[src/sv/slrt_pkg.sv]
// slrt_pkg: shared types and constants of the leak sensor time base
`default_nettype none
package slrt_pkg;

	// command codes
	localparam logic [2:0] CMD_TICK    = 3'd0;
	localparam logic [2:0] CMD_BYTE    = 3'd1;
	localparam logic [2:0] CMD_MODE    = 3'd2;
	localparam logic [2:0] CMD_KICK    = 3'd3;
	localparam logic [2:0] CMD_CLEAR   = 3'd4;
	localparam logic [2:0] CMD_RELEASE = 3'd5;

	// operating modes
	localparam logic [2:0] MODE_NORM         = 3'd0;
	localparam logic [2:0] MODE_NOT_STATIC   = 3'd1;
	localparam logic [2:0] MODE_SETTING      = 3'd2;
	localparam logic [2:0] MODE_ERROR        = 3'd3;
	localparam logic [2:0] MODE_SENSOR_ERROR = 3'd4;
	localparam logic [2:0] MODE_LEAK         = 3'd5;
	localparam logic [2:0] MODE_BEFORE_LEAK  = 3'd6;

	// configuration register indexes
	localparam logic REG_DEVICE_ADDRESS = 1'b0;
	localparam logic REG_CAPTURE_TICK   = 1'b1;

	// flag bit positions
	localparam int FLAG_TEN_SEC   = 0;
	localparam int FLAG_TWO_SEC   = 1;
	localparam int FLAG_THREE_MIN = 2;

	localparam logic [5:0] SECONDS_PER_MINUTE = 6'd60;
	localparam logic [2:0] WDOG_LIMIT         = 3'd3;
	localparam logic [7:0] LEAK_MINUTES_LEAK  = 8'd185;
	localparam logic [7:0] LEAK_MINUTES_MAX   = 8'd255;
	localparam logic [7:0] RX_DIGIT_OFFSET    = 8'h30;
	localparam logic [7:0] ADDR_BROADCAST     = 8'hFF;
	localparam logic [7:0] ADDR_RESET         = 8'hFF;
	localparam logic [6:0] CAPTURE_TICK_RESET = 7'd50;

	// one word on its way from the input register
	typedef struct packed {
		logic        en;
		logic [2:0]  command;
		logic [7:0]  data;
		logic [15:0] freq_count;
	} step_t;

	// led and relay levels
	typedef struct packed {
		logic rel_leak;
		logic rel_norm;
		logic led_leak;
		logic led_normal;
	} drive_t;

	// time base view of one result word
	typedef struct packed {
		drive_t      drive;
		logic [2:0]  mode;
		logic [2:0]  flags;
		logic [7:0]  leak_minutes;
		logic [15:0] captured;
		logic        restart;
	} tb_result_t;

	// receiver view of one result word
	typedef struct packed {
		logic       written;
		logic [7:0] digit;
		logic [2:0] index;
	} rx_result_t;

endpackage
`default_nettype wire

[src/sv/slrt_if.sv]
// slrt_if: valid/ready channel interfaces for input and result words
`default_nettype none
interface slrt_in_if;
	logic        valid;
	logic        ready;
	logic [2:0]  command;
	logic [7:0]  data;
	logic [15:0] freq_count;

	modport source (output valid, command, data, freq_count, input ready);
	modport sink (input valid, command, data, freq_count, output ready);
endinterface

interface slrt_out_if;
	logic        valid;
	logic        ready;
	logic        led_normal;
	logic        led_leak;
	logic        relay_norm;
	logic        relay_leak;
	logic [2:0]  mode_now;
	logic [2:0]  timer_flags;
	logic [7:0]  leak_minutes;
	logic [15:0] captured_count;
	logic        restart_freq_counter;
	logic        rx_written;
	logic [7:0]  rx_digit;
	logic [2:0]  rx_index;

	modport source (output valid, led_normal, led_leak, relay_norm, relay_leak, mode_now,
		timer_flags, leak_minutes, captured_count, restart_freq_counter, rx_written,
		rx_digit, rx_index, input ready);
	modport sink (input valid, led_normal, led_leak, relay_norm, relay_leak, mode_now,
		timer_flags, leak_minutes, captured_count, restart_freq_counter, rx_written,
		rx_digit, rx_index, output ready);
endinterface
`default_nettype wire

[src/sv/slrt_timebase.sv]
// slrt_timebase: tick, second and minute counters, flags, watchdog, leak minutes, drives
`default_nettype none
module slrt_timebase
	import slrt_pkg::*;
#(
	parameter int TICKS_PER_SECOND = 100
) (
	input  wire logic       clk,
	input  wire logic       arst_n,
	input  wire step_t      step,
	input  wire logic [6:0] capture_tick,
	output tb_result_t      nxt
);

	localparam int TW = $clog2(TICKS_PER_SECOND + 1);
	localparam int CW = (TW > 7) ? TW : 7;

	logic [TW-1:0] tick_q, tick_d, tick_inc;
	logic [5:0]    second_q, second_d, second_inc;
	logic [15:0]   minute_q, minute_d;
	logic [1:0]    min_mod3_q, min_mod3_d;
	logic [2:0]    wdog_q, wdog_d, wdog_inc;
	logic [7:0]    leak_q, leak_d;
	logic [2:0]    mode_q, mode_d;
	logic [2:0]    flag_q, flag_d;
	logic [15:0]   capture_q, capture_d;
	drive_t        drive_q, drive_d;
	logic          restart;
	logic          one, three;

	// next state for the word in the input register
	always_comb begin
		tick_d     = tick_q;
		second_d   = second_q;
		minute_d   = minute_q;
		min_mod3_d = min_mod3_q;
		wdog_d     = wdog_q;
		leak_d     = leak_q;
		mode_d     = mode_q;
		flag_d     = flag_q;
		capture_d  = capture_q;
		drive_d    = drive_q;
		restart    = 1'b0;
		tick_inc   = tick_q + TW'(1);
		second_inc = second_q + 6'd1;
		wdog_inc   = wdog_q + 3'd1;
		one        = 1'b0;
		three      = 1'b0;
		unique case (step.command)
			CMD_TICK: begin
				tick_d = tick_inc;
				if (CW'(tick_inc) == CW'(capture_tick)) begin
					capture_d = step.freq_count;
				end
				if (tick_inc == TW'(TICKS_PER_SECOND)) begin
					second_d = second_inc;
					// minute boundary
					if (second_inc == SECONDS_PER_MINUTE) begin
						if (min_mod3_q == 2'd0) begin
							flag_d[FLAG_THREE_MIN] = 1'b1;
						end
						wdog_d = wdog_inc;
						if (wdog_inc > WDOG_LIMIT) begin
							mode_d = MODE_SENSOR_ERROR;
							wdog_d = WDOG_LIMIT;
						end
						if (mode_d == MODE_BEFORE_LEAK) begin
							if (leak_q != LEAK_MINUTES_MAX) begin
								leak_d = leak_q + 8'd1;
							end
						end else if (mode_d == MODE_LEAK) begin
							leak_d = LEAK_MINUTES_LEAK;
						end else begin
							leak_d = 8'd0;
						end
						minute_d = minute_q + 16'd1;
						// minute count wraps at 2^16, which is not a multiple of 3
						if (minute_q == 16'hFFFF || min_mod3_q == 2'd2) begin
							min_mod3_d = 2'd0;
						end else begin
							min_mod3_d = min_mod3_q + 2'd1;
						end
						second_d = 6'd0;
					end
					if (!second_d[0]) begin
						flag_d[FLAG_TWO_SEC] = 1'b1;
					end
					if (second_d == 6'd0 || second_d == 6'd10 || second_d == 6'd20 ||
						second_d == 6'd30 || second_d == 6'd40 || second_d == 6'd50) begin
						flag_d[FLAG_TEN_SEC] = 1'b1;
					end
					tick_d  = '0;
					restart = 1'b1;
				end
				// blink windows within the second
				one   = tick_d < TW'(5);
				three = one || (tick_d > TW'(10) && tick_d < TW'(15)) ||
					(tick_d > TW'(20) && tick_d < TW'(25));
				unique case (mode_d)
					MODE_NORM: begin
						drive_d = '{rel_leak: 1'b0, rel_norm: 1'b1, led_leak: 1'b0,
							led_normal: one};
					end
					MODE_NOT_STATIC: begin
						drive_d.led_normal = one;
						drive_d.led_leak   = one;
					end
					MODE_SETTING: begin
						drive_d = '{rel_leak: 1'b0, rel_norm: 1'b0, led_leak: 1'b0,
							led_normal: three};
					end
					MODE_ERROR: begin
						drive_d = '{rel_leak: 1'b0, rel_norm: 1'b0, led_leak: three,
							led_normal: 1'b0};
					end
					MODE_SENSOR_ERROR: begin
						drive_d = '{rel_leak: 1'b0, rel_norm: 1'b0, led_leak: three,
							led_normal: !three};
					end
					MODE_LEAK: begin
						drive_d = '{rel_leak: 1'b1, rel_norm: 1'b0, led_leak: one,
							led_normal: 1'b0};
					end
					MODE_BEFORE_LEAK: begin
						drive_d = '{rel_leak: 1'b0, rel_norm: 1'b1, led_leak: one,
							led_normal: 1'b0};
					end
					default: begin
						drive_d = drive_q;
					end
				endcase
			end
			CMD_MODE: begin
				mode_d = step.data[2:0];
			end
			CMD_KICK: begin
				wdog_d = 3'd0;
			end
			CMD_CLEAR: begin
				flag_d = flag_q & ~step.data[7:5];
			end
			default: begin
				tick_d = tick_q;
			end
		endcase
	end

	// state update when the word leaves the input register
	always_ff @(posedge clk or negedge arst_n) begin
		if (!arst_n) begin
			tick_q     <= '0;
			second_q   <= '0;
			minute_q   <= '0;
			min_mod3_q <= '0;
			wdog_q     <= '0;
			leak_q     <= '0;
			mode_q     <= MODE_NORM;
			flag_q     <= '0;
			capture_q  <= '0;
			drive_q    <= '0;
		end else if (step.en) begin
			tick_q     <= tick_d;
			second_q   <= second_d;
			minute_q   <= minute_d;
			min_mod3_q <= min_mod3_d;
			wdog_q     <= wdog_d;
			leak_q     <= leak_d;
			mode_q     <= mode_d;
			flag_q     <= flag_d;
			capture_q  <= capture_d;
			drive_q    <= drive_d;
		end
	end

	assign nxt = '{drive: drive_d, mode: mode_d, flags: flag_d, leak_minutes: leak_d,
		captured: capture_d, restart: restart};

endmodule
`default_nettype wire

[src/sv/slrt_rx.sv]
// slrt_rx: address-matched frame receiver that turns bytes into digits
`default_nettype none
module slrt_rx
	import slrt_pkg::*;
#(
	parameter int FRAME_DIGITS = 8
) (
	input  wire logic       clk,
	input  wire logic       arst_n,
	input  wire step_t      step,
	input  wire logic [7:0] device_address,
	output rx_result_t      nxt
);

	typedef enum logic [1:0] {
		RX_IDLE     = 2'd0,
		RX_COLLECT  = 2'd1,
		RX_COMPLETE = 2'd2
	} rx_state_t;

	rx_state_t  state_q, state_d;
	logic [3:0] pos_q, pos_d, pos_eff;
	logic       open_frame;

	// frame tracking for one word
	always_comb begin
		state_d    = state_q;
		pos_d      = pos_q;
		nxt        = '0;
		open_frame = (step.data == device_address || device_address == ADDR_BROADCAST) &&
			state_q != RX_COLLECT;
		pos_eff    = open_frame ? 4'd0 : pos_q;
		unique case (step.command)
			CMD_BYTE: begin
				if (open_frame || state_q == RX_COLLECT) begin
					nxt.written = 1'b1;
					nxt.digit   = step.data - RX_DIGIT_OFFSET;
					nxt.index   = pos_eff[2:0];
					pos_d       = pos_eff + 4'd1;
					if (({1'b0, pos_eff} + 5'd1) == 5'(FRAME_DIGITS)) begin
						state_d = RX_COMPLETE;
					end else begin
						state_d = RX_COLLECT;
					end
				end
			end
			CMD_RELEASE: begin
				state_d = RX_IDLE;
			end
			default: begin
				state_d = state_q;
			end
		endcase
	end

	// receiver state
	always_ff @(posedge clk or negedge arst_n) begin
		if (!arst_n) begin
			state_q <= RX_IDLE;
			pos_q   <= '0;
		end else if (step.en) begin
			state_q <= state_d;
			pos_q   <= pos_d;
		end
	end

endmodule
`default_nettype wire

[src/sv/status_led_relay_timebase_unit.sv]
// status_led_relay_timebase_unit: top level of the leak sensor time base
// path: a word moves from the input register to the result register, which drives the port
// throughput: one word per cycle with result.ready high; input refills while result drains
// the result register stalls only on result.ready, the input register only on a held result
// reset (arst_n low): counters, flags, mode, drives and receiver cleared, registers to defaults
// device_address resets to broadcast, capture_tick to 50
`default_nettype none
module status_led_relay_timebase_unit
	import slrt_pkg::*;
#(
	parameter int TICKS_PER_SECOND = 100,
	parameter int FRAME_DIGITS     = 8
) (
	input  wire logic       clk,
	input  wire logic       arst_n,
	slrt_in_if.sink         item,
	slrt_out_if.source      result,
	input  wire logic       cfg_we,
	input  wire logic       cfg_index,
	input  wire logic [7:0] cfg_data
);

	logic        valid_s1;
	logic [2:0]  command_s1;
	logic [7:0]  data_s1;
	logic [15:0] freq_s1;
	logic        valid_s2;
	tb_result_t  tb_s2;
	rx_result_t  rx_s2;
	logic [7:0]  device_address_q;
	logic [6:0]  capture_tick_q;
	logic        advance;
	step_t       step;
	tb_result_t  tb_nxt;
	rx_result_t  rx_nxt;

	assign advance    = valid_s1 && (!valid_s2 || result.ready);
	assign item.ready = !valid_s1 || advance;
	assign step       = '{en: advance, command: command_s1, data: data_s1, freq_count: freq_s1};

	// configuration registers
	always_ff @(posedge clk or negedge arst_n) begin
		if (!arst_n) begin
			device_address_q <= ADDR_RESET;
			capture_tick_q   <= CAPTURE_TICK_RESET;
		end else if (cfg_we) begin
			unique case (cfg_index)
				REG_DEVICE_ADDRESS: device_address_q <= cfg_data;
				REG_CAPTURE_TICK:   capture_tick_q   <= cfg_data[6:0];
				default:            device_address_q <= device_address_q;
			endcase
		end
	end

	// input register
	always_ff @(posedge clk or negedge arst_n) begin
		if (!arst_n) begin
			valid_s1 <= 1'b0;
		end else if (item.ready) begin
			valid_s1 <= item.valid;
		end
	end

	always_ff @(posedge clk) begin
		if (item.ready && item.valid) begin
			command_s1 <= item.command;
			data_s1    <= item.data;
			freq_s1    <= item.freq_count;
		end
	end

	slrt_timebase #(
		.TICKS_PER_SECOND(TICKS_PER_SECOND)
	) u_timebase (
		.clk          (clk),
		.arst_n       (arst_n),
		.step         (step),
		.capture_tick (capture_tick_q),
		.nxt          (tb_nxt)
	);

	slrt_rx #(
		.FRAME_DIGITS(FRAME_DIGITS)
	) u_rx (
		.clk            (clk),
		.arst_n         (arst_n),
		.step           (step),
		.device_address (device_address_q),
		.nxt            (rx_nxt)
	);

	// result register
	always_ff @(posedge clk or negedge arst_n) begin
		if (!arst_n) begin
			valid_s2 <= 1'b0;
		end else if (!valid_s2 || result.ready) begin
			valid_s2 <= valid_s1;
		end
	end

	always_ff @(posedge clk) begin
		if (advance) begin
			tb_s2 <= tb_nxt;
			rx_s2 <= rx_nxt;
		end
	end

	// result word
	assign result.valid                = valid_s2;
	assign result.led_normal           = tb_s2.drive.led_normal;
	assign result.led_leak             = tb_s2.drive.led_leak;
	assign result.relay_norm           = tb_s2.drive.rel_norm;
	assign result.relay_leak           = tb_s2.drive.rel_leak;
	assign result.mode_now             = tb_s2.mode;
	assign result.timer_flags          = tb_s2.flags;
	assign result.leak_minutes         = tb_s2.leak_minutes;
	assign result.captured_count       = tb_s2.captured;
	assign result.restart_freq_counter = tb_s2.restart;
	assign result.rx_written           = rx_s2.written;
	assign result.rx_digit             = rx_s2.digit;
	assign result.rx_index             = rx_s2.index;

endmodule
`default_nettype wire
[src/flat_wrapper.sv]
// flat-port wrapper written by rule: the top's interface ports become plain ports
module status_led_relay_timebase_unit_flat import slrt_pkg::*;
#(
	parameter int TICKS_PER_SECOND = 100,
	parameter int FRAME_DIGITS     = 8
)
  (clk, arst_n, cfg_we, cfg_index, cfg_data, item_valid, item_command, item_data, item_freq_count, item_ready, result_valid, result_led_normal, result_led_leak, result_relay_norm, result_relay_leak, result_mode_now, result_timer_flags, result_leak_minutes, result_captured_count, result_restart_freq_counter, result_rx_written, result_rx_digit, result_rx_index, result_ready);
  slrt_in_if item_i ();
  slrt_out_if result_i ();
  input  wire logic clk;
  input  wire logic arst_n;
  input  wire logic cfg_we;
  input  wire logic cfg_index;
  input  wire logic [7:0] cfg_data;
  input wire logic [$bits(item_i.valid)-1:0] item_valid;
  input wire logic [$bits(item_i.command)-1:0] item_command;
  input wire logic [$bits(item_i.data)-1:0] item_data;
  input wire logic [$bits(item_i.freq_count)-1:0] item_freq_count;
  output wire logic [$bits(item_i.ready)-1:0] item_ready;
  output wire logic [$bits(result_i.valid)-1:0] result_valid;
  output wire logic [$bits(result_i.led_normal)-1:0] result_led_normal;
  output wire logic [$bits(result_i.led_leak)-1:0] result_led_leak;
  output wire logic [$bits(result_i.relay_norm)-1:0] result_relay_norm;
  output wire logic [$bits(result_i.relay_leak)-1:0] result_relay_leak;
  output wire logic [$bits(result_i.mode_now)-1:0] result_mode_now;
  output wire logic [$bits(result_i.timer_flags)-1:0] result_timer_flags;
  output wire logic [$bits(result_i.leak_minutes)-1:0] result_leak_minutes;
  output wire logic [$bits(result_i.captured_count)-1:0] result_captured_count;
  output wire logic [$bits(result_i.restart_freq_counter)-1:0] result_restart_freq_counter;
  output wire logic [$bits(result_i.rx_written)-1:0] result_rx_written;
  output wire logic [$bits(result_i.rx_digit)-1:0] result_rx_digit;
  output wire logic [$bits(result_i.rx_index)-1:0] result_rx_index;
  input wire logic [$bits(result_i.ready)-1:0] result_ready;
  assign item_i.valid = item_valid;
  assign item_i.command = item_command;
  assign item_i.data = item_data;
  assign item_i.freq_count = item_freq_count;
  assign item_ready = item_i.ready;
  assign result_valid = result_i.valid;
  assign result_led_normal = result_i.led_normal;
  assign result_led_leak = result_i.led_leak;
  assign result_relay_norm = result_i.relay_norm;
  assign result_relay_leak = result_i.relay_leak;
  assign result_mode_now = result_i.mode_now;
  assign result_timer_flags = result_i.timer_flags;
  assign result_leak_minutes = result_i.leak_minutes;
  assign result_captured_count = result_i.captured_count;
  assign result_restart_freq_counter = result_i.restart_freq_counter;
  assign result_rx_written = result_i.rx_written;
  assign result_rx_digit = result_i.rx_digit;
  assign result_rx_index = result_i.rx_index;
  assign result_i.ready = result_ready;
  status_led_relay_timebase_unit #(.TICKS_PER_SECOND(TICKS_PER_SECOND), .FRAME_DIGITS(FRAME_DIGITS)) u_core (.clk(clk), .arst_n(arst_n), .item(item_i), .result(result_i), .cfg_we(cfg_we), .cfg_index(cfg_index), .cfg_data(cfg_data));
endmodule
[config.mk]
export PLATFORM = sky130hd
export DESIGN_NAME = status_led_relay_timebase_unit_flat
export DESIGN_NICKNAME = d
export VERILOG_FILES = /design/src/sv/slrt_pkg.sv /design/src/sv/slrt_if.sv /design/src/sv/slrt_timebase.sv /design/src/sv/slrt_rx.sv /design/src/sv/status_led_relay_timebase_unit.sv /design/src/flat_wrapper.sv
export SDC_FILE = /design/constraint.sdc
export NUM_CORES = 1
export LEC_CHECK = 0
export BUFFER_PORTS_ARGS = -buffer_cell sky130_fd_sc_hd__buf_2
export CAP_MARGIN = 20
export CORE_MARGIN = 1
export CORE_UTILIZATION = 43
export DETAILED_ROUTE_END_ITERATION = 16
export PLACE_DENSITY = 0.7
export SETUP_SLACK_MARGIN = 0.15
export SYNTH_ARGS = -nofsm -noshare
export SYNTH_HDL_FRONTEND = slang
export SYNTH_SLANG_ARGS = --single-unit
[constraint.sdc]
create_clock -name clk -period 3.8 [get_ports clk]
set_input_delay 0.76 -clock clk [delete_from_list [all_inputs] [get_ports clk]]
set_output_delay 0.76 -clock clk [all_outputs]
set_load 0.01 [all_outputs]
Word level (Yosys, flattened, before mapping)
Index checks and enable logic that the tools add are counted.
- register bits: 165
- input port bits: 41
- output and inout bits: 49
- word-level logic and storage cells: 163
- add/subtract/negate cells: 9
- order comparisons: 6
- eq/ne operators: 32
- mux-type cells: 41
- bitwise logic cells: 3
- reductions and logical operators: 38
- operators with widths (cell ; count):
    $mux 8 ; 6
    $mux 3 ; 11
    $mux 16 ; 2
    $eq 3x3->1 const B ; 7
    $eq 6x6->1 const B ; 3
    $mux 6 ; 3
    $pmux 3 s2 ; 3
    $add 16x1->16 const B ; 1
    $eq 16x16->1 const B ; 1
    $mux 7 ; 2
    $eq 3x2->1 const B ; 4
    $eq 6x5->1 const B ; 2
    $logic_or 1x1->1 ; 12
    $mux 12 ; 1
    $pmux 2 s6 ; 1
    $reduce_and 3->1 ; 3
    $add 8x1->8 const B ; 1
    $eq 8x8->1 ; 1
    $eq 8x8->1 const B ; 1
    $mux 4 ; 2
    $ne 8x8->1 const B ; 1
    $reduce_and 2->1 ; 4
    $reduce_and 4->1 ; 2
    $sub 8x6->8 const B ; 1
    36 further kinds ; 54

Longest topological paths before layout
- depth in word-level cells: 14
- gate-level depth with buffers: 10
- mapped depth without buffers: 10

Modules after synthesis
A second synthesis with hierarchy kept.
- cells, all modules: 636
- area, all modules: 7898.8 µm²
- modules (own cells, without submodules) (module ; instances ; cells an instance ; area each (µm²)):
    slrt_timebase ; 1 ; 453 ; 4394.2
    status_led_relay_timebase_unit ; 1 ; 115 ; 2902.8
    slrt_rx ; 1 ; 68 ; 601.8

Worst setup path after synthesis
Ideal clock, no wire load.
- path type: input to register
- start: input result_ready
- end: register u_core.u_rx.pos_q[0]
- library setup time: 0.100 ns
- arrival time: 3.041 ns
- required time: 3.700 ns
- setup slack: 0.659 ns
- stages: 6
- path buffers: 1
- path through: nand2b_1 > nand2_1 > inv_2 > clkbuf_1 > a31oi_1 > a31oi_1
- longest elaborated chain between the ends: 3
- RTL lines (item ; RTL line ; RTL):
    start: declaration ; flat_wrapper.sv:33 ; input wire logic [$bits(result_i.ready)-1:0] result_ready;
    $logic_or 1x1->1 ; status_led_relay_timebase_unit.sv:37 ; assign advance = valid_s1 && (!valid_s2 || result.ready);
    $logic_and 1x1->1 ; status_led_relay_timebase_unit.sv:37 ;
    named net u_core.advance ; status_led_relay_timebase_unit.sv:32 ; logic advance;
    $reduce_and 3->1 (no line) ; n/a ;
    end signal: assignment ; slrt_rx.sv:63 ; pos_q <= pos_d;
    end: declaration ; slrt_rx.sv:22 ; logic [3:0] pos_q, pos_d, pos_eff;
The timed path passes the listed nets, and every way through them passes these cells.
A chain may end at the register's enable or synchronous reset.

==> Implementation_results.wiki <==
{| class="wikitable"
! Metric !! Value
|-
| Result of the run || completed
|-
| RD Place Congestion || 0.8446
|-
| Clock network latency to the later pin of the worst-skew pair || around 0.44 ns
|-
| Largest cells by area after synthesis || edfxtp_1, dfrtp_1, mux2_1
|-
| Cells after synthesis || roughly 670
|-
| Fraction of post-synthesis cell area in the top cell type by area || between 20% and 30%
|-
| Number of setup violations in the final report || 0
|-
| Post-CTS repair timing setup buffer count || 0
|-
| TritonCTS sink count || between 150 and 200
|-
| Die Width || about 140 um
|-
| Via count || about 5600
|-
| Combined area of the multi-input logic cells || roughly 0.0032 mm^2
|-
| Final #Nets || 814
|-
| Reg-to-reg critical path startpoint || u_core.u_timebase.tick_q[0]
|-
| Global-route usage over all layers || a little under a fifth
|-
| Fraction of registers with async set/reset || between 50% and 60%
|-
| Mean instance size in the synthesized netlist || ~12 um^2
|-
| Static leakage power || 3.932 nW
|-
| Die extent in y || 138.0 um
|-
| Diode count || 0
|-
| Number of cells on the worst reg-to-reg path || 7
|-
| Compound-cell area share of the yosys netlist || 10.83%
|-
| Critical Path Sink Type || flop
|-
| Clock slew seen by the registers of the worst setup and hold paths || approximately 0.07 ns
|-
| Residual overflow from global routing || 0
|-
| Setup TNS || 0 ns
|-
| Post-DP HPWL || ~12000 um
|-
| Critical Path Source || u_core.u_timebase.tick_q[0]
|-
| H-Tree Depth || 4
|-
| Wire length after detailed routing || around 17000 um
|-
| Number of global-route vias before repair || about 5300
|-
| Count of placed standard cells in the final layout, fillers left out || between 1000 and 1500
|-
| Proportion of layout cells with a drive suffix above 1 || between 20% and 30%
|-
| Mapped cell area || approximately 0.008 mm^2
|-
| Via-per-instance ratio || about 5.5
|-
| Share of cell area taken by muxes after synthesis || 8.783%
|-
| Critical path buffers and inverters || 0
|-
| RSZ-0062 raised after global routing || no
|-
| Peak fanout along the critical path || 17
|-
| Period Utilization, post-route || between 70% and 80%
|-
| Floorplan core area || around 0.018 mm^2
|-
| Clk buf depth || 2
|-
| Data arrival time at the worst-slack endpoint || roughly 3.3 ns
|-
| Crit path kind || flop to flop
|-
| Area leader, netlist || edfxtp_1
|-
| Wire length per cell after detailed routing || roughly 17 um
|-
| Post-CTS Hold Buffers || 0
|-
| Slew at the pin closest to its max-slew limit || roughly 0.82 ns
|-
| CTS tree || yes
|-
| Data required time at the worst endpoint || around 4.1 ns
|-
| Die outline area || between 0.015 and 0.02 mm^2
|-
| TritonCTS Buffers || 17
|-
| PostCTS Resize Cnt || 0
|-
| Path type of the worst min-delay path || input pin to asynchronous set/reset pin
|-
| Total I/O pin count || 90
|-
| Drt first pass iters || 5
|-
| Peak supply drop || about 0.39 mV
|-
| Post-synth cell types || just under 70
|-
| CP peak stage delay || between 0.6 and 0.7 ns
|-
| Power per unit of standard cell area || ~520 mW/mm^2
|-
| Residual DRC count || 0
|-
| Setup Skew || 0.01647 ns
|-
| Placed Instances || around 970
|-
| Startpoint types || flop
|-
| Footprint of the flip-flops and latches || 0.004513 mm^2
|-
| Antenna violations before repair || 0
|-
| Syn nets || just over 700
|-
| Detailed Route Iter0 Violations || 400
|-
| Final-report max-slew violation count || 0
|-
| Sequential element share of the synthesized area || a little under three fifths
|-
| Crit path max-delay family || compound AO/OA/AOI/OAI gates
|-
| Syn-to-layout area delta || 16.10%
|-
| Number of flops mapped to enable cells by yosys || 74
|-
| Destination of the worst register-to-register timing path || u_core.result.led_leak
|-
| Post-synthesis adder-cell area fraction || between 1.5 and 2%
|-
| Number of synthesized register bits || 165
|-
| Worst slew margin relative to its limit || between 40% and 50%
|-
| Parity-gate share of the synthesized area counting xor and xnor cells || about 4.8%
|-
| Post-synth top flop || dfrtp_1
|-
| PortBufs || between 80 and 90
|-
| Total of fill cells in the finished design || ~1600
|-
| Syn. warnings || 0
|-
| Reg2Reg Setup Slack || slightly below 0.8 ns
|-
| Standard-cell rows || just under 50
|-
| Largest family of logic cells by synthesized area || simple AND/OR/NAND/NOR gates
|-
| First-pass GRT wire length || 27180 um
|-
| Worst path slowest cell || dfrtp_1
|-
| Critical Path, Cell by Cell || ha_1 > and2_1 > nor3_1 > a2111oi_0 > a211oi_1 > nor4_1 > mux2_2
|-
| Starting density of the core || between 40 and 50%
|-
| FMAX || between 300 and 400 MHz
|-
| Simple-gate area share of the yosys netlist || about 14%
|-
| Final Hold Violating Endpoints || 0
|-
| Maximum number of pins on one net before global-route repair || 65
|-
| Root buffer selected by CTS || clkbuf_16
|-
| Clock period minus final worst setup slack || between 3 and 4 ns
|-
| Number of max-cap violations || 0
|-
| Number of nets with antenna violations after detailed routing || 0
|}
## cell families after synthesis
logic type / after synthesis
AO/OA/AOI/OAI: 130
multiplexers: 62
XOR/XNOR: 44
flip-flops: 165
AND/OR/NAND/NOR: 214
adder cells (fa/ha/maj): 11
buffers and inverters: 45
## layout by cell type (no fill, tap or decap), types with 24 or more instances in the layout
| master | instances |
|---|---|
| edfxtp_1 | 74 |
| a21oi_1 | 33 |
| mux2_2 | 26 |
| xnor2_1 | 30 |
| nand2_1 | 59 |
| nor2_1 | 32 |
| buf_2 | 88 |
| dfrtp_1 | 80 |
| nand3_1 | 24 |
| mux2_1 | 36 |
## cell usage after synthesis (5+ instances only)
master,n
dfrtp_1,80
edfxtp_1,74
nand2_1,59
mux2_1,36
a21oi_1,33
nor2_1,32
xnor2_1,30
mux2_2,26
nand3_1,24
nand2b_1,17
and3_1,15
nor3_1,15
inv_1,14
o21ai_1,14
xor2_1,14
o21ai_0,12
a31oi_1,11
and2_1,11
buf_2,11
dfstp_2,11
ha_1,11
clkbuf_1,10
o22ai_1,9
nand4_1,7
nor2b_1,7
a211oi_1,5
a22oi_1,5
## metrics by stage
stage               instance area (um^2)  utilization [%]  total power, W  hold WS, ns  setup WS, ns
floorplan                           7949                -        0.002835       0.4348        0.6592
global placement                    8626            47.86        0.003073       0.4513        0.8939
detailed placement                  8626            47.86        0.003089       0.4574        0.8121
CTS                                 9229            51.20        0.004862       0.4520        0.7933
global route                        9229            51.20        0.005062       0.4726        0.4488
finish                              9229            51.20        0.004830       0.4087        0.7900
## state kept, by name, summed over array words and instances (netlist names), 16 cells and up
name                          cells
u_core.u_timebase.capture_q      16
u_core.result.captured_count     16
u_core.u_timebase.minute_q       16
u_core.freq_s1                   16
## worst max path at each step
stage          depth (start not counted)  slack, ns                                to
4_1_cts                                7       0.79      u_core.u_timebase.drive_q[1]
3_3_place_gp                           8       0.89  u_core.result.captured_count[11]
6_report                               7       0.79            u_core.result.led_leak
2_1_floorplan                          6       0.66              u_core.u_rx.pos_q[0]
3_5_place_dp                           7       0.81      u_core.u_timebase.drive_q[1]
5_1_grt                                7       0.45      u_core.u_timebase.drive_q[1]
## area by class of cell
class                   count  share of cell area, %
flip-flops and latches    165                  48.90
inverters                  17                 0.6914
repair buffers            100                  5.884
clock inverters            14                  1.884
multi-input cells         461                  34.88
well taps                 229                  3.105
clock buffers              18                  4.650
## where the power goes
| group | internal, W | leakage (nW) | total [W] | switching (W) |
|---|---|---|---|---|
| clock | 0.00104 | 0.298 | 0.00176 | 0.000717 |
| combinational | 0.000342 | 1.72 | 0.000795 | 0.000453 |
| sequential | 0.00208 | 1.92 | 0.00228 | 0.000194 |
## per-layer routing
layer | vias to the layer above | share of wire (%) | global-route usage, % | routed length [um]
met5 | - | 0 | 0 | 0
met4 | 0 | 1.9 | 7.246 | 332
met3 | 28 | 5.5 | 4.642 | 948
met2 | 169 | 46 | 29.50 | 7980
met1 | 2705 | 46 | 25.51 | 7913
li1 | 2655 | - | - | -
No activity file was read; power rests on OpenSTA's default activity.
